$ cat src/design/mbc1_bank_controller_defines.svh
// ----------------------------------------------------------------------------
// mbc1_bank_controller_defines.svh
// Assertion macros shared by the bank controller RTL.
// ----------------------------------------------------------------------------
`ifndef MBC1_BANK_CONTROLLER_DEFINES_SVH
`define MBC1_BANK_CONTROLLER_DEFINES_SVH

`ifndef SYNTH

// whenever ante holds at an edge, cons must hold at the same edge
`define MBC1_ASSERT_IMPLIES(label, clk, rst, ante, cons) \
  label: assert property (@(posedge clk) disable iff (rst) (ante) |-> (cons)) \
    else $error("mbc1 assertion failed");

// ante at one edge requires cons at the next edge
`define MBC1_ASSERT_NEXT(label, clk, rst, ante, cons) \
  label: assert property (@(posedge clk) disable iff (rst) (ante) |=> (cons)) \
    else $error("mbc1 assertion failed");

// expr must never be true outside reset
`define MBC1_ASSERT_NEVER(label, clk, rst, expr) \
  label: assert property (@(posedge clk) disable iff (rst) !(expr)) \
    else $error("mbc1 assertion failed");

`else

`define MBC1_ASSERT_IMPLIES(label, clk, rst, ante, cons)
`define MBC1_ASSERT_NEXT(label, clk, rst, ante, cons)
`define MBC1_ASSERT_NEVER(label, clk, rst, expr)

`endif

`endif

$ cat src/design/mbc1_pkg.sv
// ----------------------------------------------------------------------------
// mbc1_pkg
// Types, codes and constants of the MBC1 bank controller.
// ----------------------------------------------------------------------------
package mbc1_pkg;

  // default store geometry
  localparam int ROM_BANKS_DEF = 128;
  localparam int RAM_BANKS_DEF = 4;

  // byte offset widths within one bank
  localparam int ROM_OFS_W = 14;
  localparam int RAM_OFS_W = 13;

  // bank register layout
  localparam int BANK_W     = 7;
  localparam int BANK_LO_W  = 5;
  localparam int BANK_HI_W  = 2;

  localparam logic [BANK_W-1:0]    BANK_RESET  = 7'd1;
  localparam logic [BANK_LO_W-1:0] BANK_LO_ONE = 5'd1;
  localparam logic [3:0]           RAM_EN_KEY  = 4'hA;
  localparam logic [7:0]           MODE_ROM    = 8'd0;
  localparam logic [7:0]           MODE_RAM    = 8'd1;

  // bus address regions, decoded on address[15:13]
  localparam logic [2:0] REG_RAM_EN  = 3'b000;
  localparam logic [2:0] REG_BANK_LO = 3'b001;
  localparam logic [2:0] REG_BANK_HI = 3'b010;
  localparam logic [2:0] REG_MODE    = 3'b011;
  localparam logic [2:0] WIN_RAM     = 3'b101;

  // address[15:14] windows
  localparam logic [1:0] WIN_ROM0 = 2'b00;
  localparam logic [1:0] WIN_ROMX = 2'b01;

  typedef enum logic [1:0] {
    OP_READ     = 2'd0,
    OP_WRITE    = 2'd1,
    OP_LOAD_ROM = 2'd2,
    OP_LOAD_RAM = 2'd3
  } op_t;

  // where the read byte of a result comes from
  typedef enum logic [1:0] {
    SRC_ZERO = 2'd0,
    SRC_ROM  = 2'd1,
    SRC_RAM  = 2'd2
  } src_t;

  typedef struct packed {
    logic rom_we;
    logic rom_re;
    logic ram_we;
    logic ram_re;
  } mem_req_t;

  typedef struct packed {
    src_t src;
    logic bad;
  } res_info_t;

endpackage

$ cat src/design/mbc1_ctrl.sv
// ----------------------------------------------------------------------------
// mbc1_ctrl
// Bank registers and address decode; issues at most one store access per transfer.
// ----------------------------------------------------------------------------
`include "mbc1_bank_controller_defines.svh"

module mbc1_ctrl
  import mbc1_pkg::*;
#(
  parameter int ROM_BANKS = ROM_BANKS_DEF,
  parameter int RAM_BANKS = RAM_BANKS_DEF,
  localparam int ROM_AW = $clog2(ROM_BANKS * (1 << ROM_OFS_W)),
  localparam int RAM_AW = $clog2(RAM_BANKS * (1 << RAM_OFS_W))
) (
  input  logic              clk,
  input  logic              rst,
  input  logic              accept,
  input  logic [1:0]        operation,
  input  logic [15:0]       address,
  input  logic [7:0]        data,
  input  logic [20:0]       image_offset,
  output mem_req_t          req,
  output logic [ROM_AW-1:0] rom_addr,
  output logic [RAM_AW-1:0] ram_addr,
  output res_info_t         info
);

  logic [BANK_W-1:0] bank_select;
  logic [BANK_W-1:0] bank_select_next;
  logic              ram_banking_mode;
  logic              ram_banking_mode_next;
  logic              ram_enabled;
  logic              ram_enabled_next;

  // bank wrap tables, built at elaboration
  logic [BANK_W-1:0]    rom_wrap [1 << BANK_W];
  logic [BANK_HI_W-1:0] ram_wrap [256];

  for (genvar g = 0; g < (1 << BANK_W); g++) begin : g_rom_wrap
    assign rom_wrap[g] = BANK_W'(g % ROM_BANKS);
  end
  for (genvar g = 0; g < 256; g++) begin : g_ram_wrap
    assign ram_wrap[g] = BANK_HI_W'(g % RAM_BANKS);
  end

  op_t                  op;
  logic [BANK_W-1:0]    rom_page;
  logic [BANK_HI_W-1:0] ram_page;
  logic [BANK_LO_W-1:0] lo_bits;
  logic                 in_ram_win;

  assign op         = op_t'(operation);
  assign rom_page   = rom_wrap[ram_banking_mode ? {2'b00, bank_select[BANK_LO_W-1:0]}
                                                : bank_select];
  assign ram_page   = ram_wrap[ram_banking_mode ? {6'd0, bank_select[BANK_W-1:BANK_LO_W]}
                                                : 8'd0];
  assign lo_bits    = data[BANK_LO_W-1:0];
  assign in_ram_win = (address[15:13] == WIN_RAM);

  always_comb begin
    bank_select_next      = bank_select;
    ram_banking_mode_next = ram_banking_mode;
    ram_enabled_next      = ram_enabled;
    req                   = '0;
    info.src              = SRC_ZERO;
    info.bad              = 1'b0;
    rom_addr              = ROM_AW'({rom_page, address[ROM_OFS_W-1:0]});
    ram_addr              = RAM_AW'({ram_page, address[RAM_OFS_W-1:0]});
    case (op)
      OP_READ: begin
        if (address[15:14] == WIN_ROM0) begin
          rom_addr   = ROM_AW'(address[ROM_OFS_W-1:0]);
          req.rom_re = accept;
          info.src   = SRC_ROM;
        end else if (address[15:14] == WIN_ROMX) begin
          req.rom_re = accept;
          info.src   = SRC_ROM;
        end else if (in_ram_win && ram_enabled) begin
          req.ram_re = accept;
          info.src   = SRC_RAM;
        end
      end
      OP_WRITE: begin
        if (in_ram_win) begin
          req.ram_we = accept && ram_enabled;
        end else begin
          case (address[15:13])
            REG_RAM_EN:  ram_enabled_next = (data[3:0] == RAM_EN_KEY);
            REG_BANK_LO: bank_select_next[BANK_LO_W-1:0] =
                           (lo_bits == '0) ? BANK_LO_ONE : lo_bits;
            REG_BANK_HI: bank_select_next[BANK_W-1:BANK_LO_W] = data[BANK_HI_W-1:0];
            REG_MODE: begin
              if (data == MODE_ROM) begin
                ram_banking_mode_next = 1'b0;
              end else if (data == MODE_RAM) begin
                ram_banking_mode_next = 1'b1;
              end else begin
                info.bad = 1'b1;
              end
            end
            default: ;
          endcase
        end
      end
      OP_LOAD_ROM: begin
        rom_addr   = ROM_AW'({rom_wrap[image_offset[20:ROM_OFS_W]],
                              image_offset[ROM_OFS_W-1:0]});
        req.rom_we = accept;
      end
      OP_LOAD_RAM: begin
        ram_addr   = RAM_AW'({ram_wrap[image_offset[20:RAM_OFS_W]],
                              image_offset[RAM_OFS_W-1:0]});
        req.ram_we = accept;
      end
      default: ;
    endcase
  end

  always_ff @(posedge clk) begin
    if (rst) begin
      bank_select      <= BANK_RESET;
      ram_banking_mode <= 1'b0;
      ram_enabled      <= 1'b0;
    end else if (accept) begin
      bank_select      <= bank_select_next;
      ram_banking_mode <= ram_banking_mode_next;
      ram_enabled      <= ram_enabled_next;
    end
  end

  `MBC1_ASSERT_NEVER(a_bank_lo_nonzero, clk, rst, bank_select[BANK_LO_W-1:0] == '0)
  `MBC1_ASSERT_NEVER(a_one_access, clk, rst,
                     !$onehot0({req.rom_we, req.rom_re, req.ram_we, req.ram_re}))
  `MBC1_ASSERT_NEXT(a_bad_mode_holds, clk, rst, accept && info.bad,
                    $stable(ram_banking_mode))
  `MBC1_ASSERT_IMPLIES(a_ram_gated, clk, rst, req.ram_re, ram_enabled)

endmodule

$ cat config.mk
export PLATFORM = sky130hd
export DESIGN_NAME = mbc1_ctrl
export DESIGN_NICKNAME = d
export VERILOG_FILES = /design/src/design/mbc1_pkg.sv /design/src/design/mbc1_ctrl.sv
export VERILOG_INCLUDE_DIRS = /design/src /design/src/design
export SDC_FILE = /design/constraint.sdc
export NUM_CORES = 1
export LEC_CHECK = 0
export BUFFER_PORTS_ARGS = -buffer_cell sky130_fd_sc_hd__buf_2
export CAP_MARGIN = 30
export CELL_PAD_IN_SITES_DETAIL_PLACEMENT = 2
export CELL_PAD_IN_SITES_GLOBAL_PLACEMENT = 2
export CORE_ASPECT_RATIO = 1.5
export CORE_UTILIZATION = 14
export DETAILED_ROUTE_END_ITERATION = 10
export GPL_TIMING_DRIVEN = 1
export MAX_ROUTING_LAYER = met4
export PLACE_DENSITY = 0.77
export SLEW_MARGIN = 20
export SYNTH_ARGS = -nofsm -noshare
export SYNTH_HDL_FRONTEND = slang
export SYNTH_SLANG_ARGS = --single-unit
$ cat constraint.sdc
create_clock -name clk -period 1.1 [get_ports clk]
set_input_delay 0.11 -clock clk [delete_from_list [all_inputs] [get_ports clk]]
set_output_delay 0.11 -clock clk [all_outputs]
set_load 0.005 [all_outputs]
# Yosys cells after proc, flatten, opt, wreduce, memory -nomap -nowiden
# Memory sizes are Yosys's and may differ from the RTL's.
# Index checks and enable logic that the tools add are counted.
totals:
  latch_bits: 0
  out_inout_bits: 43
  reg_bits: 9
  word_cells: 74
  ramBits: 0
  romBits: 2816
  n_memories: 4
  inputBits: 50
memory_table:
  columns: ["name", "depth", "word_bits", "read_ports", "rd_clocked_by_memory_dff", "wr", "line", "rtl"]
  rows:
  - ["(no name shown)", 128, 7, 1, 0, 0, "mbc1_ctrl.sv:106", "rom_addr = ROM_AW'({rom_wrap[image_offset[20:ROM_OFS_W]],"]
  - ["(no name shown)", 128, 7, 1, 0, 0, "mbc1_ctrl.sv:53", "assign rom_page = rom_wrap[ram_banking_mode ? {2'b00, bank_select[BANK_LO_W-1:0]}"]
  - ["(no name shown)", 256, 2, 1, 0, 0, "mbc1_ctrl.sv:111", "ram_addr = RAM_AW'({ram_wrap[image_offset[20:RAM_OFS_W]],"]
  - ["(no name shown)", 256, 2, 1, 0, 0, "mbc1_ctrl.sv:55", "assign ram_page = ram_wrap[ram_banking_mode ? {6'd0, bank_select[BANK_W-1:BANK_LO_W]}"]
op_classes:
  shifts: 0
  order_cmp: 4
  multipliers: 0
  reduce_logical: 12
  addsub: 0
  bitwise: 5
  mux: 35
  n_div: 0
  n_eq_ne: 10
op_table:
  columns: ["op", "n"]
  rows:
  - ["$pmux 21 s2", 1]
  - ["$mux 7", 5]
  - ["$mux 21", 1]
  - ["$ge 9x9->1 const B", 2]
  - ["$mux 2", 9]
  - ["$ge 8x8->1 const B", 2]
  - ["$mux 1", 16]
  - ["$not 7->8", 2]
  - ["$mux 15", 1]
  - ["$reduce_and 4->1", 3]
  - ["$not 2->9", 1]
  - ["$not 8->9", 1]
  - ["$eq 8x1->1 const B", 1]
  - ["$logic_not 8->1", 1]
  - ["$eq 3x2->1 const B", 2]
  - ["$logic_not 5->1", 1]
  - ["$mux 5", 1]
  - ["$reduce_and 5->1", 1]
  - ["$eq 2x1->1 const B", 2]
  - ["$eq 2x2->1 const B", 2]
  - ["$eq 4x4->1 const B", 1]
  - ["$logic_not 2->1", 2]
  - ["$eq 3x1->1 const B", 1]
  - ["$eq 3x3->1 const B", 1]
  - ["5 further kinds", 6]

# Longest topological paths before layout
logic_depth:
  depth_word: 7
  ltp_mapped: 5

# Worst setup path after synthesis
# No wires, ideal clock.
synth_path:
  kind: "input-to-reg"
  start: "input data[1]"
  end: "register ram_banking_mode"
  cell_stages: 3
  n_path_buf: 0
  t_required_ns: 1.028
  arrival_ns: 1.119
  path_slack_ns: -0.091
  cell_sequence: "or4_4 nor4_4 mux2i_1"
synth_via:
  elab_chain_len: 3
  elab_cells_between_ends: 5
synth_lines:
  columns: ["element", "line", "rtl"]
  rows:
  - ["from (decl)", "mbc1_ctrl.sv:20", "input logic [7:0] data,"]
  - ["$eq 8x1->1 / $logic_not 8->1 (equally long branches)", "mbc1_ctrl.sv:95, mbc1_ctrl.sv:93", null]
  - ["$reduce_bool 2->1 (no source line)", null, null]
  - ["$reduce_and 5->1 (no source line)", null, null]
  - ["to (signal assigned)", "mbc1_ctrl.sv:126", "ram_banking_mode <= ram_banking_mode_next;"]
  - ["to (decl)", "mbc1_ctrl.sv:30", "logic ram_banking_mode;"]
# Several ways; a longest one is shown, not always the timed one.
# A chain may end at the register's enable or synchronous reset.

==> summary.txt <==
Rel. slew slack = 78.9%
Count of state elements after synthesis = 9
Share of the synthesized area in the top cell type = 18.7%
Worst vdd ir = 692 µV
Final Net Count = 304
Post-CTS Hold Buffers = 0
Synthesized Nets = 192
Crit path arrival time = 1.08 ns
Violated checks = setup timing
Top cells by area, synth = dfxtp_1 19%, nand2_1 18%, mux2_2 14%
Required @ worst endpoint = 0.99 ns
Chip height = 104 µm
Clock Pin Slew Worst Setup and Hold Paths = 0.05 ns
Library cells used by synthesis = 30
Final Slew Violations = 0
Die ar. = 7240 µm²
Routability cong. = 0.883
Hold Crit Class = in2reg
Worst setup EP type = output port
Count leader, synth = nand2_1
Routed via count = 1520
Total congestion overflow = 0
Largest net degree at the start of global routing = 14
Rows = 36
Mean Syn Cell Area = 6.80 µm²
First-pass DRT Iterations = 4
Port Buffers = 92
Crit path cell chain = buf_6, or4_4, nor2_4, nor4_2, buf_2
Pleak = 0.974 nW
Sequential share of the synthesized area = 18.7%
Minimum clock period = 1.19 ns
Worst Skew = 0 ns
Synth Flop Type = dfxtp_1
CTS tree = built
Final Hold Fails = 0
Root Driver = clkbuf_8
Worst-path fanout max = 3
Fin util = 28.9%
Initial drt markers = 46
Final worst slack = -0.0857 ns
Ant diodes = 0
Number of max-cap violations = 0
GR Util All Layers = 14.4%
H-Tree Depth = 1
IO Pins = 93
# DRC = 0
Post-Syn Area = 966 µm²
Yosys warns = 0
Slowest library cell on the worst path = or4_4
Dpl ws = -0.282 ns
Placed wire-length estimate = 4.15 mm
Antenna viol nets, final = 0
Cells after synthesis = 142
Critical Path Max Stage Delay = 0.57 ns
Sink Count = 9
Fmax = 843 MHz
CP Launch Type = primary input
CTS Buffer Depth = 2
Via density per instance = 4.62
Final WL = 5.20 mm
Synth-to-Final Area Change = 96.9%
RSZ-0062 raised after global routing = yes
Critical path class = in2out
Power Density = 681 nW/µm²
Worst-Skew Late Latency = 0.24 ns
Post-route clock period utilization = 108%
Core area = 6580 µm²
Layout cells sized above 1 = 58.9%
Avg WL per Cell = 15.8 µm
Number of synthesized flops with an enable pin = 0
Global-route wire length before repair = 8.10 mm
Num CTS Buffers = 3
Initial antenna violation count = 0
Vias in the first global route = 1655
Outcome = complete, but fails checks
Fraction of registers with async set/reset = 0%
Worst slew pin tran = 0.312 ns
Final setup viols = 4
Leading area contributor after synthesis = dfxtp_1
Initial Util = 14.7%
Most instantiated cells after synthesis = 46 x nand2_1, 12 x mux2_2, 9 x dfxtp_1
Horiz. Die Dim = 69.8 µm
repair_timing:
item | CTS | global route
endpoints found under the setup margin | 27 | 22
pin swaps | 3 | 3
buffers inserted | 2 | 0
cloned | 0 | 1
gates resized for setup | 18 | 8
cells by family (layout without fill, tap and decap cells):
group	count (synthesis)	count (layout)	share of synthesized area (%)
simple gates	80	80	41.6
compound gates	26	26	17.9
mux	14	14	16.2
buf+inv	13	124	5.70
flops	9	9	18.7
worst max-delay path, delay by kind of cell:
kind | cells | cell delay [ns]
buf+inv | 2 | 0.21
simple gates | 3 | 0.74
metrics by stage:
| step | TNS (ns) | cells | area (µm²) | hold WS [ns] | power, mW |
|---|---|---|---|---|---|
| floorplan | 0 | 142 | 968 | 0.255 | 0.534 |
| global placement | -3.39 | 322 | 1680 | 0.406 | 0.837 |
| detailed placement | -3.81 | 322 | 1680 | 0.418 | 0.854 |
| CTS | -0.222 | 328 | 1840 | 0.164 | 1.28 |
| global route | -0.487 | 329 | 1900 | 0.202 | 1.36 |
| finish | -0.215 | 329 | 1900 | 0.163 | 1.30 |
final timing paths:
kind / startpoint / endpoint / slack (ns) / cells after the start
max: data[4] / info[0] / -0.09 / 5
min: rst / ram_enabled / 0.16 / 2
max reg2reg: ram_enabled / ram_enabled / 0.38 / 3
min reg2reg: bank_select[4] / bank_select[4] / 0.50 / 2
power by group:
group	switching, mW	total (mW)	internal (mW)
Clock	0.141	0.394	0.253
Combinational	0.267	0.571	0.304
Sequential	0.00137	0.330	0.329
registers in the layout, indices dropped and copies added (netlist names):
| signal | flops |
|---|---|
| ram_banking_mode | 1 |
| bank_select | 7 |
| ram_enabled | 1 |
cell type report:
class                      instances  area (µm²)
clock buffer                       4        45.0
tap                               76        95.1
fill                             790        4670
inverter                           3        11.3
multi-input combinational        120         836
sequential                         9         183
timing repair buffer             117         732
routing by layer:
metal / GRT usage [%] / wire length (µm) / up-vias / share of wire, %
met1: 13.3 / 1790 / 725 / 34
li1: - / - / 723 / -
met2: 30.0 / 3130 / 64 / 60
met4: 4.14 / 70 / 0 / 1.3
met3: 1.07 / 209 / 8 / 4.0
met5: - / 0 / - / 0
placed cells by master, fill, tap and decap left out, drive strengths merged, types with 5 or more instances in the layout:
master and instances:
a22o 5, dfxtp 9, nand3 8, clkbuf 5, a21oi 8, nand2b 5, buf 116, nand2 46
mux2 13, o21ai 5
(Power assumes the default switching activity.)
