### src/design/mbc1_bank_controller_defines.svh
// ----------------------------------------------------------------------------
// mbc1_bank_controller_defines.svh
// Assertion macros shared by the bank controller RTL.
// ----------------------------------------------------------------------------
`ifndef MBC1_BANK_CONTROLLER_DEFINES_SVH
`define MBC1_BANK_CONTROLLER_DEFINES_SVH

`ifndef SYNTH

// whenever ante holds at an edge, cons must hold at the same edge
`define MBC1_ASSERT_IMPLIES(label, clk, rst, ante, cons) \
  label: assert property (@(posedge clk) disable iff (rst) (ante) |-> (cons)) \
    else $error("mbc1 assertion failed");

// ante at one edge requires cons at the next edge
`define MBC1_ASSERT_NEXT(label, clk, rst, ante, cons) \
  label: assert property (@(posedge clk) disable iff (rst) (ante) |=> (cons)) \
    else $error("mbc1 assertion failed");

// expr must never be true outside reset
`define MBC1_ASSERT_NEVER(label, clk, rst, expr) \
  label: assert property (@(posedge clk) disable iff (rst) !(expr)) \
    else $error("mbc1 assertion failed");

`else

`define MBC1_ASSERT_IMPLIES(label, clk, rst, ante, cons)
`define MBC1_ASSERT_NEXT(label, clk, rst, ante, cons)
`define MBC1_ASSERT_NEVER(label, clk, rst, expr)

`endif

`endif

### src/design/mbc1_pkg.sv
// ----------------------------------------------------------------------------
// mbc1_pkg
// Types, codes and constants of the MBC1 bank controller.
// ----------------------------------------------------------------------------
package mbc1_pkg;

  // default store geometry
  localparam int ROM_BANKS_DEF = 128;
  localparam int RAM_BANKS_DEF = 4;

  // byte offset widths within one bank
  localparam int ROM_OFS_W = 14;
  localparam int RAM_OFS_W = 13;

  // bank register layout
  localparam int BANK_W     = 7;
  localparam int BANK_LO_W  = 5;
  localparam int BANK_HI_W  = 2;

  localparam logic [BANK_W-1:0]    BANK_RESET  = 7'd1;
  localparam logic [BANK_LO_W-1:0] BANK_LO_ONE = 5'd1;
  localparam logic [3:0]           RAM_EN_KEY  = 4'hA;
  localparam logic [7:0]           MODE_ROM    = 8'd0;
  localparam logic [7:0]           MODE_RAM    = 8'd1;

  // bus address regions, decoded on address[15:13]
  localparam logic [2:0] REG_RAM_EN  = 3'b000;
  localparam logic [2:0] REG_BANK_LO = 3'b001;
  localparam logic [2:0] REG_BANK_HI = 3'b010;
  localparam logic [2:0] REG_MODE    = 3'b011;
  localparam logic [2:0] WIN_RAM     = 3'b101;

  // address[15:14] windows
  localparam logic [1:0] WIN_ROM0 = 2'b00;
  localparam logic [1:0] WIN_ROMX = 2'b01;

  typedef enum logic [1:0] {
    OP_READ     = 2'd0,
    OP_WRITE    = 2'd1,
    OP_LOAD_ROM = 2'd2,
    OP_LOAD_RAM = 2'd3
  } op_t;

  // where the read byte of a result comes from
  typedef enum logic [1:0] {
    SRC_ZERO = 2'd0,
    SRC_ROM  = 2'd1,
    SRC_RAM  = 2'd2
  } src_t;

  typedef struct packed {
    logic rom_we;
    logic rom_re;
    logic ram_we;
    logic ram_re;
  } mem_req_t;

  typedef struct packed {
    src_t src;
    logic bad;
  } res_info_t;

endpackage

### src/design/mbc1_out.sv
// ----------------------------------------------------------------------------
// mbc1_out
// Read-return stage and result register with stall handling.
// ----------------------------------------------------------------------------
`include "mbc1_bank_controller_defines.svh"

module mbc1_out
  import mbc1_pkg::*;
(
  input  logic       clk,
  input  logic       rst,
  input  logic       accept,
  input  res_info_t  info,
  input  logic [7:0] rom_q,
  input  logic [7:0] ram_q,
  output logic       in_stall,
  output logic       result_valid,
  input  logic       result_stall,
  output logic [7:0] read_data,
  output logic       bad_mode_write
);

  logic       s1_valid;
  res_info_t  s1_info;
  logic       load_out;
  logic [7:0] s1_byte;

  // hold input only when both stages are occupied and the output is stalled
  assign in_stall = s1_valid && result_valid && result_stall;
  assign load_out = s1_valid && (!result_valid || !result_stall);

  always_comb begin
    case (s1_info.src)
      SRC_ROM: s1_byte = rom_q;
      SRC_RAM: s1_byte = ram_q;
      default: s1_byte = 8'd0;
    endcase
  end

  always_ff @(posedge clk) begin
    if (rst) begin
      s1_valid <= 1'b0;
    end else if (accept) begin
      s1_valid <= 1'b1;
    end else if (load_out) begin
      s1_valid <= 1'b0;
    end
  end

  always_ff @(posedge clk) begin
    if (accept) begin
      s1_info <= info;
    end
  end

  always_ff @(posedge clk) begin
    if (rst) begin
      result_valid <= 1'b0;
    end else if (load_out) begin
      result_valid <= 1'b1;
    end else if (!result_stall) begin
      result_valid <= 1'b0;
    end
  end

  always_ff @(posedge clk) begin
    if (load_out) begin
      read_data      <= s1_byte;
      bad_mode_write <= s1_info.bad;
    end
  end

  `MBC1_ASSERT_IMPLIES(a_stall_only_full, clk, rst, in_stall, s1_valid && result_valid)
  `MBC1_ASSERT_NEXT(a_s1_drains, clk, rst, s1_valid && !result_stall, result_valid)
  `MBC1_ASSERT_IMPLIES(a_bad_no_data, clk, rst, result_valid && bad_mode_write,
                       read_data == 8'd0)

endmodule

### config.mk
export PLATFORM = sky130hd
export DESIGN_NAME = mbc1_out
export DESIGN_NICKNAME = d
export VERILOG_FILES = /design/src/design/mbc1_pkg.sv /design/src/design/mbc1_out.sv
export VERILOG_INCLUDE_DIRS = /design/src /design/src/design
export SDC_FILE = /design/constraint.sdc
export NUM_CORES = 1
export LEC_CHECK = 0
export ABC_AREA = 1
export BUFFER_PORTS_ARGS = -buffer_cell sky130_fd_sc_hd__buf_4
export CAP_MARGIN = 40
export CORE_UTILIZATION = 40
export CTS_CLUSTER_DIAMETER = 120
export DETAILED_ROUTE_END_ITERATION = 8
export GPL_TIMING_DRIVEN = 0
export PLACE_DENSITY_LB_ADDON = 0.25
export SETUP_SLACK_MARGIN = 0.05
export SLEW_MARGIN = 20
export SYNTH_ARGS = -nofsm -noshare
export SYNTH_HDL_FRONTEND = slang
export SYNTH_SLANG_ARGS = --single-unit
export TNS_END_PERCENT = 50
### constraint.sdc
create_clock -name clk -period 1.7 [get_ports clk]
set_input_delay 0.085 -clock clk [delete_from_list [all_inputs] [get_ports clk]]
set_output_delay 0.085 -clock clk [all_outputs]
set_load 0.01 [all_outputs]
# == After elaboration in Yosys (flattened, before gate mapping) ==
# Cells that the tools add are included.
# word_totals
reg_bits,14
elab_cells,21
output_inout_bits,11
in_bits,23
# classes
reduce_logical,7
mux,5
n_eq_ne,3
# op_table
cell,count
8-bit one-hot mux with 2 select lines,1
1-bit 2-to-1 mux,4
1-bit logical AND,3
"2-bit by 1-bit == test with 1-bit output, second input constant",1
"2-bit == test, second input constant",1
1-bit logical NOT,2
"2-bit by 1-bit != test with 1-bit output, second input constant",1
2-bit nonzero test,1
1-bit logical OR,1

# == Logic depth before layout (Yosys ltp) ==
# Gate-level depths: netlist of run 1.
# logic_depth
depth_word,5
depth_mapped,5
mapped_depth_nobuf,4

# == Least setup slack after synthesis of run 1 ==
# OpenSTA, ideal clock, no wires.
# synth_path
kind,flip-flop to flip-flop
from,register result_valid
to,register bad_mode_write (enable)
required_time_ns,1.322
path_slack_ns,0.472
path_stages_with_launch,2
setup_ns,0.378
arrival_ns,0.850
path_buffers,0
period_less_slack_ns,1.228
cell_sequence,dfxtp_1 a21oi_1
# synth_via
elab_chain_len,3
# synth_lines
element,line,rtl
start: declaration,mbc1_out.sv:17,"output logic result_valid,"
start signal: assignment,mbc1_out.sv:58,result_valid <= 1'b0;
start signal: assignment,mbc1_out.sv:60,result_valid <= 1'b1;
start signal: assignment,mbc1_out.sv:62,result_valid <= 1'b0;
1-bit logical NOT,mbc1_out.sv:30,assign load_out = s1_valid && (!result_valid || !result_stall);
1-bit logical OR,mbc1_out.sv:30,
1-bit logical AND,mbc1_out.sv:30,
named net load_out,mbc1_out.sv:25,logic load_out;
end signal: assignment,mbc1_out.sv:69,bad_mode_write <= s1_info.bad;
end: declaration,mbc1_out.sv:20,output logic bad_mode_write
# The timed path passes the listed nets, and every way through them passes these cells.
# A chain may end at the register's enable or synchronous reset.

# == Final worst setup path of run 1 ==
# layout_path
from,register s1_info[2] in the netlist's numbering
to,"register read_data[4], data pin"
# layout_via
elab_chain_len,2
elab_cells_between_ends,3
cone_classes,2 x eq/ne; 1 x mux
# layout_lines
element,line,rtl
start: declaration,mbc1_out.sv:24,res_info_t s1_info;
start signal: assignment,mbc1_out.sv:52,s1_info <= info;
2-bit == test / 2-bit by 1-bit == test with 1-bit output (equally long branches),mbc1_out.sv:33,case (s1_info.src)
8-bit one-hot mux with 2 select lines *,mbc1_out.sv:33,
named net s1_byte[4],mbc1_out.sv:26,logic [7:0] s1_byte;
end signal: assignment,mbc1_out.sv:68,read_data <= s1_byte;
end: declaration,mbc1_out.sv:19,"output logic [7:0] read_data,"
# The timed path passes the listed nets; every way through them passes the cells marked *.

==> results by group, run 1 <==
Die
  • Overall die height: 40.1 µm
  • Core ar.: 0.00133 mm²
  • Row count: 13
  • DIE AREA: 0.00161 mm²
  • DIE WIDTH: 40.1 µm
  • Initial Utilization: 43.6%
  • Ports: 34

Place
  • Placed Area: 848 µm²
  • PortBufs: 33
  • Pre-CTS setup slack: 0.267 ns
  • GP Congestion: 0.633

Pwr
  • PD cells: 771 mW/mm²
  • Leak Pwr: approximately 0.42 nW
  • VDD IR-drop max: around 0.00064 V

Clock network
  • PostCTS Resize Cnt: 0
  • Cts bufs inserted: 3
  • CTS tree: yes
  • Clock Latency Late Sink: 0.27 ns
  • Clock Pin Slew Worst Setup and Hold Paths: ~0.08 ns
  • H-tree level count: 1
  • Clock tree buffer depth: 2
  • Root Buffer: clkbuf_4
  • CTS Sinks: 14

Timing
  • Post-route setup TNS: 0 ns
  • Fin. Hold Viols: 0
  • Setup ws final: 0.370 ns
  • RSZ-0062 raised after global routing: no
  • Clock Skew: 0.00652 ns
  • Slew Viols, Final: 0
  • Pin slew with the least headroom to its limit: 0.349 ns
  • Hold_ws: 0.0401 ns
  • Tcrit/Tclk final: approximately 78%
  • Final min period: 1.33 ns
  • Slew headroom: approximately three quarters
  • Endpoints failing setup: 0
  • FMAX: 752 MHz

Run
  • Max Cap Viol: 0

GRT
  • GR Util met2: a little under a third
  • Met1 GRT Util: between 10% and 20%
  • First-pass GRT wire length: 1.73 mm
  • Largest net degree at the start of global routing: 10
  • GRT Total Usage: roughly 17%
  • Grt ovf: 0
  • Vias in the first global route: 458
  • Initial antenna violation count: 0
  • GR peak layer: met2
  • Met3 Use GR: 5.56%

Critical path
  • Buffer and inverter count on the worst path: 1
  • Worst-path fanout max: 8
  • Setup crit end kind: flop
  • CP max-delay cell: edfxtp_1
  • WS Path Type: reg2reg
  • CP top delay family: flip-flops
  • Req. time, crit path: between 1.5 and 2 ns
  • Critical Path, Cell by Cell: ha_1 > clkbuf_1 > a21oi_1
  • Startpoint Class: flop
  • Largest stage delay on the critical path: between 0.4 and 0.5 ns
  • WP data arrival: 1.33 ns

Cells and area
  • Ant. Diodes: 0
  • Final nets: ~120
  • Area grow syn2layout: 58.5%
  • Design Area, Final: 922 µm²
  • Layout cells sized above 1: between 40% and 50%

Synthesis
  • Yosys warns: 0
  • Mapped Nets: 78
  • Synth Area in Adders: 4.30%
  • Post-synthesis sequential area ratio: 68.8%
  • Netlist Area Pre-Place: 582 µm²
  • Simple-gate share of the synthesized area: roughly an eighth
  • Fraction of synthesized area in multiplexers: 0%
  • Post-Synth XOR/XNOR Area: 0%
  • Post-synthesis register bit count: 14
  • Synth Area per Inst: 11.0 µm²
  • Synth cell types: 9
  • Largest family of logic cells by synthesized area: simple AND/OR/NAND/NOR gates
  • Synth Area in Compound Gates: under 10%
  • Post-synthesis cell count: between 50 and 60

Route
  • Vias per inst: 4.65
  • DRT Pass-1 Iters: 4
  • Total Wirelength: 1.20 mm
  • Vias: 511
  • Initial drt markers: 12
  • # DRC: 0
  • Drt wl/cell: 10.9 µm
  • Post-route ant nets: 0

Status
  • Outcome: completed

Min path
  • Hold WC Path Type: in2reg
per-stage QoR:
stage | power, mW | util (%) | cells
after global routing | 0.757 | 69.1 | 110
final | 0.711 | 69.1 | 110
after CTS | 0.719 | 68.6 | 109
after global placement | 0.524 | 63.6 | 101
after detailed placement | 0.528 | 63.6 | 101
after floorplan | 0.458 | - | 53
cells in the mapped netlist:
master | count | share of area (%)
clkbuf_2 | 2 | 1.7
nand3_1 | 1 | 0.86
a21oi_1 | 11 | 9.5
dfxtp_1 | 2 | 6.9
ha_1 | 2 | 4.3
nand2_1 | 17 | 11
clkbuf_1 | 1 | 0.64
inv_1 | 5 | 3.2
edfxtp_1 | 12 | 62
worst register-to-register path, delay by kind of cell (launching register included):
kind / cells / cell delay (ns)
flip-flops: 1 / 0.41
buffers and inverters: 1 / 0.29
adder cells (fa/ha/maj): 1 / 0.28
AO/OA/AOI/OAI: 1 / 0.08
routing by layer:
metal / up-vias / wire, µm
met5: - / 0
met4: 0 / 16
met3: 2 / 87
met2: 22 / 629
met1: 226 / 471
li1: 261 / -
final timing paths:
kind / to / slack [ns] / depth (start not counted) / startpoint
min: s1_info[1]$_DFFE_PP_ / 0.04 / 1 / accept
max reg2reg: read_data[4]$_DFFE_PP_ / 0.37 / 3 / s1_info[2]$_DFFE_PP_
max: read_data[4]$_DFFE_PP_ / 0.37 / 3 / s1_info[2]$_DFFE_PP_
min reg2reg: bad_mode_write$_DFFE_PP_ / 0.43 / 0 / s1_info[0]$_DFFE_PP_
layout by cell type, fill, tap and decap left out:
cell type,n
buf_4,33
nand2_1,17
edfxtp_1,12
a21oi_1,11
inv_1,5
clkbuf_4,4
dlygate4sd3_1,4
clkbuf_2,2
clkbuf_1,2
ha_1,2
dfxtp_1,2
nand3_1,1
logic make-up (layout without fill, tap and decap cells):
logic type	after synthesis	after routing
AOI/OAI and AO/OA	11	11
adders and majority gates	2	2
DFF	14	14
buffers and inverters	8	50
and+or+nand+nor	18	18
where the power goes:
part,leakage (nW),switching (mW),internal (mW)
sequential,0.135,0.00676,0.397
combinational,0.274,0.0560,0.0687
clock,0.0150,0.0921,0.0906
total,0.424,0.155,0.556
cell type report:
cell class | count | area [µm²]
Sequential cell | 14 | 400
Timing Repair Buffer | 38 | 295
Inverter | 5 | 18.8
Clock buffer | 4 | 26.3
Tap cell | 15 | 18.8
Multi-Input combinational cell | 31 | 149
Fill cell | 107 | 412
Buffer | 3 | 13.8
timing repair:
action / in CTS / in global routing
hold buffers: 4 / 0
endpoints found under the hold margin: 5 / 0
endpoints found under the setup margin: 0 / 0
buffers inserted: 0 / 0
registers in the layout, summed over array words and instances, names as in the netlist:
name	count
result_valid	1
bad_mode_write	1
s1_info	3
s1_valid	1
read_data	8
(Power assumes the default switching activity.)
==> run 2, diff against run 1 <==
Settings changed: ABC_AREA 1 to 0, CORE_UTILIZATION 40 to 41.
Clock period 1.7 ns to 1.37 ns, I/O delays scaled along.
==> run 2 against run 1 <==
Net effect: register-to-register slack got worse by 0.23 ns; sequential share of layout area is 1.8 points lower; area after synthesis is 6.2% higher; sequential power increased by 26%; clock skew down 0.0053 ns; cell count is 11% lower.
==> results by group, run 2 <==
Timing
  • Final min period: 1.23 ns (-0.104 ns)
  • Pin slew with the least headroom to its limit: 0.471 ns (+0.122 ns)
  • Slew Viols, Final: 0 (unchanged)
  • Endpoints failing setup: 0 (unchanged)
  • Fin. Hold Viols: 0 (unchanged)
  • FMAX: 815 MHz (+8.5%)
  • Setup ws final: 0.144 ns (-0.226 ns)
  • Tcrit/Tclk final: 89.5% (+11 points)
  • Clock Skew: 0.00124 ns (-0.00528 ns)
  • RSZ-0062 raised after global routing: no
  • Slew headroom: 68.4% (-8.3 points)

GRT
  • Vias in the first global route: 450 (-1.7%)
  • Grt ovf: 0 (unchanged)
  • First-pass GRT wire length: 1.77 mm (+2.4%)
  • Largest net degree at the start of global routing: 10 (unchanged)
  • GRT Total Usage: 17.0% (-0.11 points)
  • Initial antenna violation count: 0 (unchanged)

Cells and area
  • Layout cells sized above 1: 57.8% (+17 points)
  • Non-Filler Instances: 98 (-11%)
  • Area grow syn2layout: 55.5%
  • Most common cell after layout, fill and taps aside: buf_4
  • Most frequent cells in the layout: 34 x buf_4, 12 x edfxtp_1, 10 x nor2_1, 8 x a22oi_2, 4 x dlygate4sd3_1
  • Top reg by flops: read_data
  • Number of flip-flops in the largest register: 8 (unchanged)
  • Design Area, Final: 961 µm² (+4.2%)
  • Final nets: 109 (-9.9%)
  • Top flop regs: read_data x8, s1_info x3
  • Ant. Diodes: 0 (unchanged)

Synthesis
  • Post-synthesis cell count: 43 (-19%)
  • Count leader, synth: edfxtp_1
  • Number of synthesized flops with an enable pin: 12 (unchanged)
  • Largest family of logic cells by synthesized area: compound AO/OA/AOI/OAI gates
  • Fraction of synthesized area in multiplexers: 0% (unchanged)
  • Synth cell types: 13 (+4)
  • Top post-synthesis cells by count: 12 x edfxtp_1, 10 x nor2_1, 8 x a22oi_2
  • Mapped Nets: 68 (-13%)
  • Post-synthesis register bit count: 14 (unchanged)
  • Synth Area in Adders: 4.05% (-0.25 points)
  • Post-Synth XOR/XNOR Area: 0% (unchanged)
  • Yosys warns: 0 (unchanged)
  • Simple-gate share of the synthesized area: 7.09% (-4.7 points)
  • Synth top area cells: edfxtp_1 58%, a22oi_2 16%, dfxtp_1 6.5%, nor2_1 6.1%, ha_1 4.0%
  • Netlist Area Pre-Place: 618 µm² (+6.2%)
  • Asr flop ratio synth: 0% (unchanged)
  • Post-synthesis sequential area ratio: 64.8% (-4.0 points)
  • Synth Area per Inst: 14.4 µm² (+31%)
  • Largest area contributor in the netlist: edfxtp_1
  • Yosys top cell area share: 58.3% (-3.6 points)
  • Synth Area in Compound Gates: 19.2% (+9.8 points)
  • Primary FF master, synth: edfxtp_1

Clock network
  • H-tree level count: 1 (unchanged)
  • CTS tree: yes
  • Clock tree buffer depth: 2 (unchanged)
  • Clock Latency Late Sink: 0.27 ns (about the same)
  • Post-CTS setup buffer count: 0 (unchanged)
  • Cts bufs inserted: 3 (unchanged)
  • Clock Pin Slew Worst Setup and Hold Paths: 0.09 ns (about the same)
  • Root Buffer: clkbuf_4
  • CTS Sinks: 14 (unchanged)

Place
  • GP Congestion: 0.623 (-1.7%)
  • Dpl hpwl: 907 µm
  • Placed Area: 885 µm² (+4.3%)
  • Placed insts: 91 (-9.9%)
  • PortBufs: 33 (unchanged)
  • Pre-CTS setup slack: -0.0420 ns (-0.309 ns)

Critical path
  • WP data arrival: 1.26 ns (-0.07 ns)
  • Req. time, crit path: 1.40 ns (-0.30 ns)
  • Setup crit end kind: flop
  • Worst-path fanout max: 8 (unchanged)
  • Worst Setup SP: s1_info[1]$_DFFE_PP_
  • CP max-delay cell: edfxtp_1
  • Critical Path, Cell by Cell: ha_1 > buf_6 > a22oi_2 > nor2_1
  • WS Path Type: reg2reg
  • Largest stage delay on the critical path: 0.40 ns (about the same)
  • FF-to-FF Start: s1_info[1]$_DFFE_PP_
  • Startpoint Class: flop

Pwr
  • PD cells: 1020 mW/mm² (+33%)
  • Clk pwr share: 30.0% (+4.3 points)
  • Switch share: 22.7% (+0.89 points)
  • Leak Pwr: 0.414 nW (-2.3%)
  • Reg power frac: 51.4% (-5.3 points)
  • Comb pwr share: 18.6% (+1.1 points)
  • Internal power: 0.761 mW (+37%)
  • Total power: 0.984 mW (+38%)
  • VDD IR-drop max: 0.000580 V (-9.5%)
  • Sw power: 0.223 mW (+44%)

Die
  • Ports: 34 (unchanged)
  • Row count: 13 (unchanged)
  • DIE WIDTH: 40.8 µm (+1.7%)
  • DIE AREA: 0.00167 mm² (+3.4%)
  • Initial Utilization: 45.8% (+2.2 points)
  • Core ar.: 0.00135 mm² (+1.2%)
  • Overall die height: 40.8 µm (+1.7%)

Route
  • Vias: 479 (-6.3%)
  • Total Wirelength: 1.19 mm (-0.91%)
  • Vias per inst: 4.89 (+5.2%)
  • # DRC: 0 (unchanged)
  • Post-route ant nets: 0 (unchanged)
  • Drt wl/cell: 12.2 µm (+11%)
  • DRT Pass-1 Iters: 2 (-2)
  • Initial drt markers: 9 (-3)

Run
  • Max Cap Viol: 0 (unchanged)

Min path
  • Hold path start: accept
  • Hold WC Path Type: in2reg

Status
  • Outcome: completed
==> run 2: final cells by class <==
cell class | count | area [µm²]
flip-flops and latches | 14 | 400
fillers | 101 | 389
repair buffers | 37 | 288
multi-input cells | 24 | 191
clock buffers | 4 | 36.3
plain buffers | 2 | 18.8
well taps | 15 | 18.8
inverters | 2 | 7.51
==> run 2: per-stage QoR <==
stage	TNS, ns	hold slack (ns)	utilization, %
after floorplan	0	0.141	-
after global placement	0	0.237	65.5
after detailed placement	-0.377	0.239	65.5
after CTS	0	0.0109	71.5
after global routing	0	0.00763	71.2
final	0	0.0200	71.2
==> run 2: worst max-delay path, delay by kind of cell, from the launching register on <==
family          cells  cell delay (ns)
simple gates        1             0.05
flops               1             0.40
fa+ha+maj           1             0.22
compound gates      1             0.17
buf+inv             1             0.14
==> run 2: logic make-up after synthesis <==
kind of cell	after synthesis
DFF	14
AOI/OAI and AO/OA	11
and+or+nand+nor	11
buffers and inverters	5
adders and majority gates	2
==> run 2: path summary, 6_finish.rpt <==
check	endpoint	slack [ns]	depth (start not counted)
setup reg to reg	read_data[0]$_DFFE_PP_	0.14	4
setup / recovery	read_data[0]$_DFFE_PP_	0.14	4
hold / removal	s1_info[0]$_DFFE_PP_	0.02	1
hold reg to reg	bad_mode_write$_DFFE_PP_	0.42	0
==> run 2: repair_timing <==
action | 4_1_cts | 5_1_grt
setup endpoints to repair | 11 | 8
gates resized for setup | 1 | 0
endpoints found under the hold margin | 5 | 0
hold buffers | 4 | 0
==> run 2: power groups by stage <==
stage                     logic, mW  clock network [mW]  registers [mW]
after floorplan              0.0714                   0           0.524
after global placement        0.171                   0           0.514
after detailed placement      0.175                   0           0.516
after CTS                     0.185               0.300           0.506
after global routing          0.202               0.312           0.509
final                         0.183               0.295           0.506
==> run 2: per-layer routing <==
| metal | routed length [µm] | part of all wire [%] | track usage (%) | vias up |
|---|---|---|---|---|
| met2 | 662 | 55 | 33.2 | 19 |
| met5 | 0 | 0 | 0 | - |
| met1 | 452 | 38 | 15.8 | 221 |
| li1 | - | - | - | 237 |
| met4 | 8 | 0.67 | 7.50 | 0 |
| met3 | 69 | 5.8 | 4.89 | 2 |
